`config.mk`:
```
export PLATFORM = sky130hd
export DESIGN_NAME = buffer_frame_manager_clock_core
export DESIGN_NICKNAME = d
export VERILOG_FILES = /design/src/design/bfmc_pkg.sv /design/src/design/buffer_frame_manager_clock_core.sv
export SDC_FILE = /design/constraint.sdc
export NUM_CORES = 1
export LEC_CHECK = 0
export BUFFER_PORTS_ARGS = -buffer_cell sky130_fd_sc_hd__buf_2
export CORE_MARGIN = 5
export CORE_UTILIZATION = 59
export DETAILED_ROUTE_END_ITERATION = 10
export HOLD_SLACK_MARGIN = 0.15
export MAX_ROUTING_LAYER = met4
export PLACE_DENSITY = 0.77
export SLEW_MARGIN = 10
export SYNTH_ARGS = -nofsm -noshare
export SYNTH_HDL_FRONTEND = slang
export SYNTH_SLANG_ARGS = --single-unit
```
`constraint.sdc`:
```
create_clock -name aclk -period 13.35 [get_ports aclk]
set_input_delay 2.0025 -clock aclk [delete_from_list [all_inputs] [get_ports aclk]]
set_output_delay 2.0025 -clock aclk [all_outputs]
set_load 0.01 [all_outputs]
```
`src/design/bfmc_pkg.sv`:
```
`default_nettype none
// ----------------------------------------------------------------------------
// bfmc_pkg
// Shared codes for the buffer frame manager.
// ----------------------------------------------------------------------------
package bfmc_pkg;
    localparam int FRAMES = 16;

    localparam logic [2:0] ACT_PIN     = 3'd0;
    localparam logic [2:0] ACT_UNPIN   = 3'd1;
    localparam logic [2:0] ACT_FLUSH_F = 3'd2;
    localparam logic [2:0] ACT_FLUSH_A = 3'd3;
    localparam logic [2:0] ACT_RELEASE = 3'd4;

    localparam logic [1:0] KIND_WB   = 2'd0;
    localparam logic [1:0] KIND_RD   = 2'd1;
    localparam logic [1:0] KIND_DONE = 2'd2;

    localparam logic [2:0] ST_OK       = 3'd0;
    localparam logic [2:0] ST_NO_STORE = 3'd1;
    localparam logic [2:0] ST_ALL_PIN  = 3'd2;
    localparam logic [2:0] ST_NOT_RES  = 3'd3;
    localparam logic [2:0] ST_ZERO_PIN = 3'd4;
    localparam logic [2:0] ST_PINNED   = 3'd5;
endpackage
`default_nettype wire

```
`src/design/buffer_frame_manager_clock_core.sv`:
```
`default_nettype none
// ----------------------------------------------------------------------------
// buffer_frame_manager_clock_core
// Page-frame table with pin counts and CLOCK replacement.
// ----------------------------------------------------------------------------
// channel   dir  handshake          payload
// s_        in   s_valid/s_ready    action, file_id, page_id, dirty_flag
// m_        out  m_valid/m_ready    kind, req_file, req_page, frame_num, hit,
//                                   status, last
// apb       in   psel/penable       store_present_mask at address 0
// One request at a time, taken only once the previous result has left. Frame
// file/page/pins sit in a memory with registered read; every walk (lookup,
// sweep, flush, release) reads a frame, then checks it. Pin: lookup over the
// frames until a hit, then a sweep of up to 2*FRAMES frame visits. Flush and
// release walk every frame, ending early on a fault. Reset clears the mark
// bits at once; no clearing pass. Output register stalls walks while m_ready low.
// ----------------------------------------------------------------------------
module buffer_frame_manager_clock_core #(
    parameter int PIN_BITS = 16
) (
    input  wire         aclk,
    input  wire         aresetn,
    input  wire         psel,
    input  wire         penable,
    input  wire         pwrite,
    input  wire         paddr,
    input  wire  [31:0] pwdata,
    output logic [31:0] prdata,
    output logic        pready,
    input  wire         s_valid,
    output logic        s_ready,
    input  wire  [2:0]  s_action,
    input  wire  [2:0]  s_file_id,
    input  wire  [31:0] s_page_id,
    input  wire         s_dirty_flag,
    output logic        m_valid,
    input  wire         m_ready,
    output logic [1:0]  m_kind,
    output logic [2:0]  m_req_file,
    output logic [31:0] m_req_page,
    output logic [3:0]  m_frame_num,
    output logic        m_hit,
    output logic [2:0]  m_status,
    output logic        m_last
);
    import bfmc_pkg::*;

    localparam int IW = (FRAMES > 1) ? $clog2(FRAMES) : 1;
    localparam int CW = $clog2(2 * FRAMES + 1);
    localparam logic [PIN_BITS-1:0] PIN_MAX = '1;

    typedef enum logic [3:0] {
        S_IDLE, S_LK_RD, S_LK_CHK, S_SW_RD, S_SW_CHK, S_EVICT,
        S_WK_RD, S_WK_CHK, S_OUT, S_DONE
    } state_t;

    // frame memory: file/page/pins, marks in flops
    logic [2:0]          mem_file [FRAMES];
    logic [31:0]         mem_page [FRAMES];
    logic [PIN_BITS-1:0] mem_pins [FRAMES];
    logic [FRAMES-1:0]   valid_reg, dirty_reg, ref_reg;

    logic [2:0]          rd_file;
    logic [31:0]         rd_page;
    logic [PIN_BITS-1:0] rd_pins;
    logic [IW-1:0]       rd_addr;
    logic                we;
    logic [IW-1:0]       wa;
    logic [2:0]          wd_file;
    logic [31:0]         wd_page;
    logic [PIN_BITS-1:0] wd_pins;

    state_t        state_reg;
    logic [7:0]    mask_reg;
    logic [IW-1:0] hand_reg, idx_reg;
    logic [CW-1:0] cnt_reg;
    logic [2:0]    act_reg, file_reg;
    logic [31:0]   page_reg;
    logic          dflag_reg;
    logic          ret_reg; // after S_OUT: 0 continue to evict, 1 go to done
    logic [IW-1:0] vic_reg;
    logic          put_reg, take_reg; // result valid = put ^ take

    logic          last_idx;
    logic [IW-1:0] idx_inc, hand_inc;
    logic          store_of_rd, store_of_req;
    logic          wk_rel, wk_fl, wk_pinned, wk_fault;
    logic          mask_clr;

    assign pready = 1'b1;
    assign prdata = {24'd0, mask_reg};
    assign m_valid = put_reg ^ take_reg;
    assign s_ready = (state_reg == S_IDLE) && !m_valid;

    always_ff @(posedge aclk) begin
        if (we) begin
            mem_file[wa] <= wd_file;
            mem_page[wa] <= wd_page;
            mem_pins[wa] <= wd_pins;
        end
        rd_file <= mem_file[rd_addr];
        rd_page <= mem_page[rd_addr];
        rd_pins <= mem_pins[rd_addr];
    end

    assign last_idx = (idx_reg == IW'(FRAMES - 1));
    assign idx_inc  = last_idx ? '0 : idx_reg + 1'b1;
    assign hand_inc = (hand_reg == IW'(FRAMES - 1)) ? '0 : hand_reg + 1'b1;
    assign store_of_rd  = mask_reg[rd_file];
    assign store_of_req = mask_reg[file_reg];

    assign wk_rel    = (act_reg == ACT_RELEASE) && valid_reg[idx_reg] && (rd_file == file_reg);
    assign wk_fl     = (act_reg != ACT_RELEASE) && valid_reg[idx_reg] && dirty_reg[idx_reg]
                       && (act_reg == ACT_FLUSH_A || rd_file == file_reg);
    assign wk_pinned = wk_rel && (rd_pins != '0);
    assign wk_fault  = wk_pinned
                       || ((wk_rel || wk_fl) && dirty_reg[idx_reg] && !store_of_rd);
    assign mask_clr  = (state_reg == S_DONE) && (!m_valid || m_ready)
                       && (act_reg == ACT_RELEASE);

    always_ff @(posedge aclk) begin
        if (!aresetn) begin
            mask_reg <= '0;
        end else if (psel && penable && pwrite && !paddr) begin
            mask_reg <= pwdata[7:0];
        end else if (mask_clr) begin
            mask_reg[file_reg] <= 1'b0;
        end
    end

    always_comb begin
        rd_addr = (state_reg == S_SW_RD) ? hand_reg : idx_reg;
        we = 1'b0;
        wa = idx_reg;
        wd_file = rd_file;
        wd_page = rd_page;
        wd_pins = rd_pins;
        unique case (state_reg)
            S_LK_CHK: begin
                if (act_reg == ACT_PIN && valid_reg[idx_reg] && rd_file == file_reg
                    && rd_page == page_reg) begin
                    we = 1'b1;
                    wd_pins = (rd_pins == PIN_MAX) ? rd_pins : rd_pins + 1'b1;
                end else if (act_reg == ACT_UNPIN && valid_reg[idx_reg]
                    && rd_file == file_reg && rd_page == page_reg && rd_pins != '0) begin
                    we = 1'b1;
                    wd_pins = rd_pins - 1'b1;
                end
            end
            S_EVICT: begin
                wa = vic_reg;
                if (store_of_req) begin
                    we = 1'b1;
                    wd_file = file_reg;
                    wd_page = page_reg;
                    wd_pins = PIN_BITS'(1);
                end
            end
            default: ;
        endcase
    end

    task automatic emit(input logic [1:0] k, input logic [2:0] fl, input logic [31:0] pg,
                        input logic [IW-1:0] fi, input logic h, input logic [2:0] st);
        put_reg     <= ~put_reg;
        m_kind      <= k;
        m_req_file  <= fl;
        m_req_page  <= pg;
        m_frame_num <= 4'(fi);
        m_hit       <= h;
        m_status    <= st;
        m_last      <= (k == KIND_DONE);
    endtask

    always_ff @(posedge aclk) begin
        if (!aresetn) begin
            state_reg <= S_IDLE;
            hand_reg  <= '0;
            valid_reg <= '0;
            dirty_reg <= '0;
            ref_reg   <= '0;
            put_reg   <= 1'b0;
            take_reg  <= 1'b0;
        end else begin
            if (m_valid && m_ready) begin
                take_reg <= ~take_reg;
            end
            unique case (state_reg)
                S_IDLE: begin
                    if (s_valid && s_ready) begin
                        act_reg   <= s_action;
                        file_reg  <= s_file_id;
                        page_reg  <= s_page_id;
                        dflag_reg <= s_dirty_flag;
                        idx_reg   <= '0;
                        cnt_reg   <= '0;
                        priority if (s_action == ACT_PIN || s_action == ACT_UNPIN) begin
                            state_reg <= S_LK_RD;
                        end else if (s_action == ACT_FLUSH_F || s_action == ACT_FLUSH_A
                                     || s_action == ACT_RELEASE) begin
                            state_reg <= S_WK_RD;
                        end else begin
                            state_reg <= S_DONE;
                        end
                    end
                end
                S_LK_RD: state_reg <= S_LK_CHK;
                S_LK_CHK: begin
                    if (valid_reg[idx_reg] && rd_file == file_reg && rd_page == page_reg) begin
                        if (act_reg == ACT_PIN) begin
                            ref_reg[idx_reg] <= 1'b1;
                            emit(KIND_DONE, file_reg, page_reg, idx_reg, 1'b1, ST_OK);
                        end else if (rd_pins == '0) begin
                            emit(KIND_DONE, file_reg, page_reg, idx_reg, 1'b0, ST_ZERO_PIN);
                        end else begin
                            if (dflag_reg) dirty_reg[idx_reg] <= 1'b1;
                            emit(KIND_DONE, file_reg, page_reg, idx_reg, 1'b0, ST_OK);
                        end
                        state_reg <= S_IDLE;
                    end else if (last_idx) begin
                        if (act_reg == ACT_PIN) begin
                            state_reg <= S_SW_RD;
                        end else begin
                            emit(KIND_DONE, file_reg, page_reg, '0, 1'b0, ST_NOT_RES);
                            state_reg <= S_IDLE;
                        end
                    end else begin
                        idx_reg   <= idx_inc;
                        state_reg <= S_LK_RD;
                    end
                end
                S_SW_RD: begin
                    vic_reg   <= hand_reg;
                    hand_reg  <= hand_inc;
                    cnt_reg   <= cnt_reg + 1'b1;
                    state_reg <= S_SW_CHK;
                end
                S_SW_CHK: begin
                    if (!valid_reg[vic_reg]) begin
                        state_reg <= S_EVICT;
                    end else if (rd_pins != '0 || ref_reg[vic_reg]) begin
                        if (rd_pins == '0) ref_reg[vic_reg] <= 1'b0;
                        if (cnt_reg == CW'(2 * FRAMES)) begin
                            emit(KIND_DONE, file_reg, page_reg, '0, 1'b0, ST_ALL_PIN);
                            state_reg <= S_IDLE;
                        end else begin
                            state_reg <= S_SW_RD;
                        end
                    end else if (dirty_reg[vic_reg] && !store_of_rd) begin
                        emit(KIND_DONE, file_reg, page_reg, vic_reg, 1'b0, ST_NO_STORE);
                        state_reg <= S_IDLE;
                    end else begin
                        if (dirty_reg[vic_reg]) begin
                            emit(KIND_WB, rd_file, rd_page, vic_reg, 1'b0, ST_OK);
                        end
                        valid_reg[vic_reg] <= 1'b0;
                        dirty_reg[vic_reg] <= 1'b0;
                        ref_reg[vic_reg]   <= 1'b0;
                        state_reg <= dirty_reg[vic_reg] ? S_OUT : S_EVICT;
                        ret_reg   <= 1'b0;
                    end
                end
                S_EVICT: begin
                    if (!m_valid || m_ready) begin
                        if (!store_of_req) begin
                            emit(KIND_DONE, file_reg, page_reg, vic_reg, 1'b0, ST_NO_STORE);
                            state_reg <= S_IDLE;
                        end else begin
                            emit(KIND_RD, file_reg, page_reg, vic_reg, 1'b0, ST_OK);
                            valid_reg[vic_reg] <= 1'b1;
                            dirty_reg[vic_reg] <= 1'b0;
                            ref_reg[vic_reg]   <= 1'b1;
                            idx_reg   <= vic_reg;
                            state_reg <= S_OUT;
                            ret_reg   <= 1'b1;
                        end
                    end
                end
                S_WK_RD: state_reg <= S_WK_CHK;
                S_WK_CHK: begin
                    if (!m_valid || m_ready) begin
                        idx_reg <= idx_inc;
                        if (wk_fault) begin
                            emit(KIND_DONE, file_reg, page_reg, idx_reg, 1'b0,
                                 wk_pinned ? ST_PINNED : ST_NO_STORE);
                            state_reg <= S_IDLE;
                        end else begin
                            state_reg <= last_idx ? S_DONE : S_WK_RD;
                            if (wk_rel || wk_fl) begin
                                if (dirty_reg[idx_reg]) begin
                                    emit(KIND_WB, rd_file, rd_page, idx_reg, 1'b0, ST_OK);
                                end
                                dirty_reg[idx_reg] <= 1'b0;
                            end
                            if (wk_rel) begin
                                valid_reg[idx_reg] <= 1'b0;
                                ref_reg[idx_reg]   <= 1'b0;
                            end
                        end
                    end
                end
                S_OUT: begin
                    if (!m_valid || m_ready) begin
                        if (ret_reg) begin
                            emit(KIND_DONE, file_reg, page_reg, idx_reg, 1'b0, ST_OK);
                            state_reg <= S_IDLE;
                        end else begin
                            state_reg <= S_EVICT;
                        end
                    end
                end
                S_DONE: begin
                    if (!m_valid || m_ready) begin
                        emit(KIND_DONE, file_reg, page_reg, '0, 1'b0, ST_OK);
                        state_reg <= S_IDLE;
                    end
                end
                default: state_reg <= S_IDLE;
            endcase
        end
    end

`ifndef SYNTHESIS
    a_busy: assert property (@(posedge aclk) disable iff (!aresetn)
        (s_valid && s_ready) |=> !s_ready) else $error("accepted while busy");
    a_last: assert property (@(posedge aclk) disable iff (!aresetn)
        m_valid |-> (m_last == (m_kind == KIND_DONE))) else $error("last mismatch");
    a_req_ok: assert property (@(posedge aclk) disable iff (!aresetn)
        (m_valid && m_kind != KIND_DONE) |-> (m_status == ST_OK && !m_hit))
        else $error("request with status");
`endif
endmodule
`default_nettype wire
```
Yosys cells after proc, flatten, opt, wreduce, memory -nomap -nowiden
Memories as Yosys holds them, arrays and structs flattened. A register that Yosys moved wholly into a read port is not among the register bits.
Index checks and enable logic that the tools add are counted.

cells by class
  $lt $le $gt $ge = 7
  eq/ne operators = 52
  bitwise operators = 17
  reduce and logical (&&, ||, !) cells = 66
  add/subtract/negate cells = 5
  mux-type cells = 245

operators by type and width
  operator                 number
  $mux W16                 35
  $mux W32                 17
  $mux W4                  41
  $pmux W32 S5             1
  $pmux W16 S4             2
  $mux W3                  37
  $and A16 B16 Y16         6
  $mux W1                  66
  $or A16 B16 Y16          4
  $pmux W16 S3             1
  $pmux W4 S10             1
  $mux W2                  19
  $ne A2 B2 Y1 const B     18
  $eq A32 B32 Y1           1
  $not A16 Y16             2
  $pmux W16 S2             1
  $logic_and A1 B1 Y1      29
  $reduce_and A13 Y1       2
  $ne A3 B3 Y1 const B     8
  $pmux W4 S6              1
  $bmux W1 S4              5
  $pmux W3 S6              1
  $add A16 B1 Y16 const B  1
  $eq A16 B16 Y1 const B   1
  55 further kinds         92

word-level totals
  memories kept = 3
  bits in writable memories = 816
  flip-flop bits (word level) = 166
  output and inout bits = 81

memory list
  memory    words  bits a word  read ports  clocked after memory_dff  write ports  RTL line                               source
  mem_page  16     32           1           1                         1            buffer_frame_manager_clock_core.sv:59  logic [31:0] mem_page [FRAMES];
  mem_pins  16     16           1           1                         1            buffer_frame_manager_clock_core.sv:60  logic [PIN_BITS-1:0] mem_pins [FRAMES];
  mem_file  16     3            1           1                         1            buffer_frame_manager_clock_core.sv:58  logic [2:0] mem_file [FRAMES];

Logic depth before layout (Yosys ltp)
Gate-level depths: netlist of run 1.

  word-level depth = 12
  mapped depth = 11
  mapped depth without buffers = 10

Worst setup path after synthesis of run 1
No wires, ideal clock.

  path type = input to register
  start point = input aresetn
  end point = register m_hit (enable)
  cell stages on the path = 3
  required time = 12.831 ns
  path buffers = 1
  setup slack = 6.900 ns
  data arrival time = 5.931 ns
  cells stage by stage = clkbuf_1 clkinv_1 nor4_1

between the ends
  word-level cells in the longest chain between the ends = 1

ends and longest elaborated chain
  item                          RTL line                               source
  from (decl)                   buffer_frame_manager_clock_core.sv:22  input wire aresetn,
  $reduce_and A13 Y1 (no line)  -
  to (decl)                     buffer_frame_manager_clock_core.sv:42  output logic m_hit,

Every way passes these cells.
A chain may end at the register's enable or synchronous reset.

Worst setup path after layout of run 1
  start point = register file_reg[2]
  end point = memory mem_pins[0][9] (enable)

between the ends
  word-level cells in the longest chain between the ends = 9

ends and longest elaborated chain
  item                               RTL line                                                                        source
  from (decl)                        buffer_frame_manager_clock_core.sv:77                                           logic [2:0] act_reg, file_reg;
  from (signal assigned)             buffer_frame_manager_clock_core.sv:192                                          file_reg <= s_file_id;
  $eq A3 B3 Y1                       buffer_frame_manager_clock_core.sv:140, buffer_frame_manager_clock_core.sv:145
  $logic_and A1 B1 Y1 (3 in a row)   buffer_frame_manager_clock_core.sv:145                                          && rd_file == file_reg && rd_page == page_reg && rd_pins != '0) begin
  $mux W1                            buffer_frame_manager_clock_core.sv:144                                          end else if (act_reg == ACT_UNPIN && valid_reg[idx_reg]
  $mux W1                            buffer_frame_manager_clock_core.sv:140                                          if (act_reg == ACT_PIN && valid_reg[idx_reg] && rd_file == file_reg
  $pmux W1 S2 (*)                    buffer_frame_manager_clock_core.sv:138                                          unique case (state_reg)
  $mux W1 (*)                        buffer_frame_manager_clock_core.sv:96                                           if (we) begin
  $mux W1 (implied by the code) (*)  buffer_frame_manager_clock_core.sv:99                                           mem_pins[wa] <= wd_pins;
  to (decl)                          buffer_frame_manager_clock_core.sv:60

Mark *: on every way between the ends. The rest lies on a longest branch, timed or not. The select of a mux whose other input is x is not followed.

==> results of run 1 <==
## cells by family after synthesis
group / share of synthesized area (%)
flip-flops: 70.4
AND/OR/NAND/NOR: 5.96
AO/OA/AOI/OAI: 5.82
multiplexers: 14.5
buffers and inverters: 2.05
XOR/XNOR: 0.993
adder cells (fa/ha/maj): 0.266
other: 0.0177
## metal layers
| metal | vias up | GRT usage [%] |
|---|---|---|
| met2 | 1362 | 42.9 |
| li1 | 10200 | - |
| met5 | - | - |
| met3 | 263 | 5.27 |
| met1 | 12400 | 36.4 |
| met4 | 0 | 8.37 |
## stage by stage
| stage | setup WS, ns | hold slack (ns) | cells |
|---|---|---|---|
| after floorplan | 6.90 | 0.446 | 2549 |
| after global placement | 8.28 | 0.464 | 3484 |
| after detailed placement | 8.26 | 0.471 | 3484 |
| after CTS | 8.18 | 0.479 | 3673 |
| after global routing | 8.00 | 0.501 | 3675 |
| final | 8.14 | 0.477 | 3675 |
## cell type report
| cell class | instances | area (um^2) | area share [%] |
|---|---|---|---|
| flip-flops and latches | 1032 | 29800 | 62.8 |
| multi-input cells | 1320 | 12000 | 25.2 |
| clock buffers | 148 | 2900 | 6.10 |
| well taps | 950 | 1190 | 2.50 |
| repair buffers | 159 | 943 | 1.99 |
| clock inverters | 41 | 571 | 1.20 |
| inverters | 23 | 86.3 | 0.182 |
| diodes | 2 | 5.00 | 0.0105 |
## worst min-delay path by stage
stage                from          to  slack [ns]  cells past startpoint
3_5_place_dp   ref_reg[1]  ref_reg[1]        0.47                      2
6_report       ref_reg[1]  ref_reg[1]        0.48                      2
2_1_floorplan  ref_reg[1]  ref_reg[1]        0.45                      2
4_1_cts        ref_reg[1]  ref_reg[1]        0.48                      2
5_1_grt        ref_reg[1]  ref_reg[1]        0.50                      2
3_3_place_gp   ref_reg[1]  ref_reg[1]        0.46                      2
## placed cells by master (no fill, tap or decap), types with 11 or more instances in the layout
cell type and count:
inv_1 21, a31oi_1 72, bufinv_16 12, nor4_1 13, a21oi_1 57, conb_1 25, mux2_2 73, xor2_1 41
nor2_1 87, or3_1 11, nand2_1 227, nor3_1 21, a211oi_1 66, dfxtp_1 117, buf_4 47, buf_2 110
nand3_1 32, nor2_4 17, clkinv_2 14, a311oi_1 17, nand4_1 13, mux4_2 226, o21ai_0 92, edfxtp_1 915
mux2i_1 20, nand2b_1 13, clkbuf_8 17, and2_1 58, clkbuf_1 29, clkbuf_16 102
## critical path, cell delays in order (launching register included)
cell	delay, ns
edfxtp_1	0.57
xor2_1	0.23
nor3_1	0.58
nand4_1	0.43
a2111oi_1	0.49
buf_4	0.23
a21oi_1	0.05
o22ai_1	0.32
nand2_1	0.36
nor2_4	0.72
buf_4	0.74
## report_power, final
part / internal (mW) / switching (mW) / leakage, nW
registers: 4.13 / 0.185 / 9.20
logic: 0.720 / 1.34 / 4.46
clock network: 1.74 / 1.20 / 1.69
total: 6.59 / 2.72 / 15.4
==> impl_metrics.yaml, run 1 <==
outcome:
  run_status: "finished clean"
clocking:
  ctsResizeCount: 0
  cts_htree_levels: 3
  cts_buffer_depth: 3
  cts_sinks: 1032
  cts_root_buf: "clkbuf_16"
  clk_pin_slew_worst_paths_ns: 0.06
  hold_buffers: 0
  cts_tree: "done"
  post_cts_buffers: 0
  cts_buffers: 101
  clock_latency_ns: 0.67
floorplan:
  die_y_um: 278
  fp.coreArea_um2: 71400
  ios: 160
  initial_utilization_pct: 59.3
  dieArea_um2: 77200
  rows: 98
  fp.dieW_um: 278
route:
  totalWireLength_um: 103000
  wl_per_cell_um: 28.0
  drtPass1Iterations: 6
  routed.top_layer: "met4"
  vias: 24300
  met3_length_um: 9600
  vias_per_cell: 6.60
  wl_met1_um: 39300
  ant_nets: 0
  drt_iter0_markers: 3079
  drc: 0
  wl_met2_um: 50400
synthesis:
  synth_top_area_cell: "edfxtp_1"
  ys_warn_count: 0
  synth_most_common_cell: "edfxtp_1"
  synth_common_cells: "edfxtp_1, nand2_1, mux4_2"
  syn_avg_cell_area_um2: 16.8
  yosysTopAreaCellShare_pct: 64.9
  postSynth.asyncResetShare_pct: 0
  ys_seq_area_share_pct: 70.4
  netlist_area_um2: 42300
  synth_seq_cells: 1032
  synth_edf_count: 915
  synthCells: 2526
  synth.area.top_cells: "edfxtp_1, mux4_2, dfxtp_1, nand2_1, mux2_2"
  netlist-cell-type-count: 74
  synth_ff_type: "edfxtp_1"
setup_path:
  cp.arrival_ns: 5.46
  reg2reg_depth: 10
  rrSetupSlack_ns: 8.14
  end_kind: "flop"
  crit_path_start: "file_reg[2]"
  reg2reg_from: "file_reg[2]"
  critPathKind: "reg2reg"
  reg2reg_to: "mem_pins[0][9]"
  endpoint: "mem_pins[0][9]"
  cp.required_ns: 13.61
  cp-start-kind: "flop"
  cp_max_fo: 36
sta:
  tightest_slew_ns: 1.28
  finalSetupViolCount: 0
  final.setup.tns_ns: 0
  period_minus_slack_ns: 5.21
  hold_violations: 0
  rsz0062_at_grt: "false"
  final_max_slew_viol_count: 0
  slew_headroom_pct: 14.2
  fmax_ghz: 0.192
  post-route-period-util_pct: 39.0
  clock_skew_ns: 0.0495
layout:
  nFillCells: 4619
  reg_top3: "mem_page x512, mem_pins x256, mem_file x48"
  largest_reg_flops: 512
  final_layout_size_suffix_gt1_share_pct: 24.1
  largest-register: "mem_page"
  fin_util_pct: 66.5
  area_growth_pct: 12.1
  nets: 2725
  fin_area_um2: 47500
job:
  maxCapViolations: 0
placement:
  hpwlAfterDp_um: 54400
  placed_cell_area_um2: 44000
  io_buffers: 110
  gp_congestion: 0.974
grt:
  global_route.usage.total_pct: 27.1
  antenna_found_initial: 2
  grt_pass1_vias: 24300
  grt-ovfl-total: 0
  grt_pass1_wl_um: 154000
  grt_max_degree: 145
hold_path:
  hold_path_class: "reg2reg"
power_and_ir_drop:
  fin_total_pwr_mw: 9.31
  leakage_nw: 15.4
  ir_drop_mv: 0.135
  p_per_area_nw_per_um2: 196
(Power assumes the default switching activity.)
==> run 2: changes to the inputs <==
==> constraint.sdc (replaced) <==
create_clock -name aclk -period 5.2 [get_ports aclk]
set_input_delay 0.78 -clock aclk [delete_from_list [all_inputs] [get_ports aclk]]
set_output_delay 0.78 -clock aclk [all_outputs]
set_load 0.01 [all_outputs]
==> impl_metrics.yaml, run 2 (synthesis gave the netlist of run 1 again) <==
outcome:
  run_status: "finished clean"
setup_path:
  reg2reg_from: "file_reg[0]"
  cp.arrival_ns: 4.82
  cp.required_ns: 5.51
  end_kind: "flop"
  cp-start-kind: "flop"
  critPathKind: "reg2reg"
  cp_max_fo: 16
  crit_path_start: "file_reg[0]"
placement:
  place_inst: 3512
  hpwlAfterDp_um: 57600
  gp_congestion: 0.941
  io_buffers: 110
sta:
  post-route-period-util_pct: 86.8
  final.setup.tns_ns: 0
  rsz0062_at_grt: "false"
  fmax_ghz: 0.222
  clock_skew_ns: 0.0436
  hold_slack_ns: 0.279
  hold_violations: 0
  finalSetupViolCount: 0
  slew_headroom_pct: 14.2
  tightest_slew_ns: 1.28
  period_minus_slack_ns: 4.51
  final_max_slew_viol_count: 0
clocking:
  cts_sinks: 1032
  ctsResizeCount: 0
  post_cts_buffers: 0
  cts_tree: "done"
  cts_buffers: 101
  clk_pin_slew_worst_paths_ns: 0.06
  cts_root_buf: "clkbuf_16"
  cts_htree_levels: 3
  clock_latency_ns: 0.68
  cts_buffer_depth: 3
  hold_buffers: 0
floorplan:
  initial_utilization_pct: 59.3
  fp.coreArea_um2: 71400
  dieArea_um2: 77200
  ios: 160
  fp.dieW_um: 278
  die_y_um: 278
  rows: 98
grt:
  grt_max_degree: 87
  top_usage_layer: "met2"
  met2_usage_pct: 44.5
  grt_use_met1_pct: 38.4
  global_route.usage.total_pct: 28.3
  antenna_found_initial: 1
  grt-ovfl-total: 0
  grt_pass1_wl_um: 159000
  grt_use_met3_pct: 5.25
  grt_pass1_vias: 24700
power_and_ir_drop:
  fin_total_pwr_mw: 24.0
  ir_drop_mv: 0.428
  leakage_nw: 15.5
  p_per_area_nw_per_um2: 502
route:
  vias: 24600
  drc: 0
  wl_per_cell_um: 29.0
  totalWireLength_um: 107000
  vias_per_cell: 6.63
  drt_iter0_markers: 3387
  drtPass1Iterations: 6
  ant_nets: 0
layout:
  reg_top3: "mem_page x512, mem_pins x256, mem_file x48"
  fin_util_pct: 67.1
  nFillCells: 4519
  area_growth_pct: 13.1
  fin_cells: 3703
  most-common-layout-cells: "edfxtp_1, nand2_1, mux4_2, dfxtp_1, buf_2"
  largest-register: "mem_page"
  largest_reg_flops: 512
  final_layout_size_suffix_gt1_share_pct: 25.1
  nets: 2753
  final_common_cell: "edfxtp_1"
job:
  maxCapViolations: 0
hold_path:
  hold_path_class: "in2reg"
  hold_start: "s_page_id[19]"
## run 2: changes by cell type in the layout (fill, tap and decap cells not counted), moves of 2 or more
| cell | before | now |
|---|---|---|
| clkinv_2 | 14 | 21 |
| clkbuf_8 | 17 | 5 |
| clkinvlp_4 | 4 | 9 |
| buf_12 | 2 | 24 |
| buf_4 | 47 | 53 |
| clkbuf_1 | 29 | 15 |
| inv_16 | 2 | 0 |
| clkinv_16 | 1 | 3 |
| clkinv_8 | 0 | 2 |
| clkinv_4 | 0 | 4 |
| clkinv_1 | 8 | 16 |
## run 2: report_power, final
group	total [mW]	leakage, nW	switching [mW]	internal, mW
combinational	5.54	4.67	3.58	1.96
clock	7.43	1.65	3.17	4.26
sequential	11.1	9.20	0.464	10.6
## run 2: final timing paths
path	end	slack, ns	depth (start not counted)
hold / removal	page_reg[19]	0.28	1
setup reg to reg	mem_pins[4][11]	0.69	8
hold reg to reg	ref_reg[1]	0.48	2
setup / recovery	mem_pins[4][11]	0.69	8
## run 2: final cells by class
class                   instances  area [um^2]  area share, %
diodes                          1         2.50        0.00522
clock buffers                 122         2680           5.59
clock inverters                68          746           1.56
inverters                      23         86.3          0.180
multi-input cells            1320        12000           25.0
flip-flops and latches       1032        29800           62.2
well taps                     950         1190           2.48
repair buffers                187         1430           2.98
## run 2: worst max-delay path: stages, from the launching register on
cell and delay (ns):
edfxtp_1 0.53, xor2_1 0.23, nor3_1 0.53, nand4_1 0.38, a211oi_1 0.67, nand4_1 0.51, o22ai_1 0.39, nand2_1 0.10
mux2i_1 0.81
## run 2: stage by stage
| step | cell area, um^2 | worst slack (ns) |
|---|---|---|
| floorplan | 42400 | -0.106 |
| global placement | 44500 | 0.849 |
| detailed placement | 44500 | 0.754 |
| CTS | 47900 | 0.717 |
| global route | 47900 | 0.304 |
| finish | 47900 | 0.689 |
## run 2: per-layer routing
layer,vias to the layer above,part of all wire [%]
met5,-,0
met4,0,3.4
met3,219,9.9
met2,1518,49
met1,12500,38
li1,10300,-
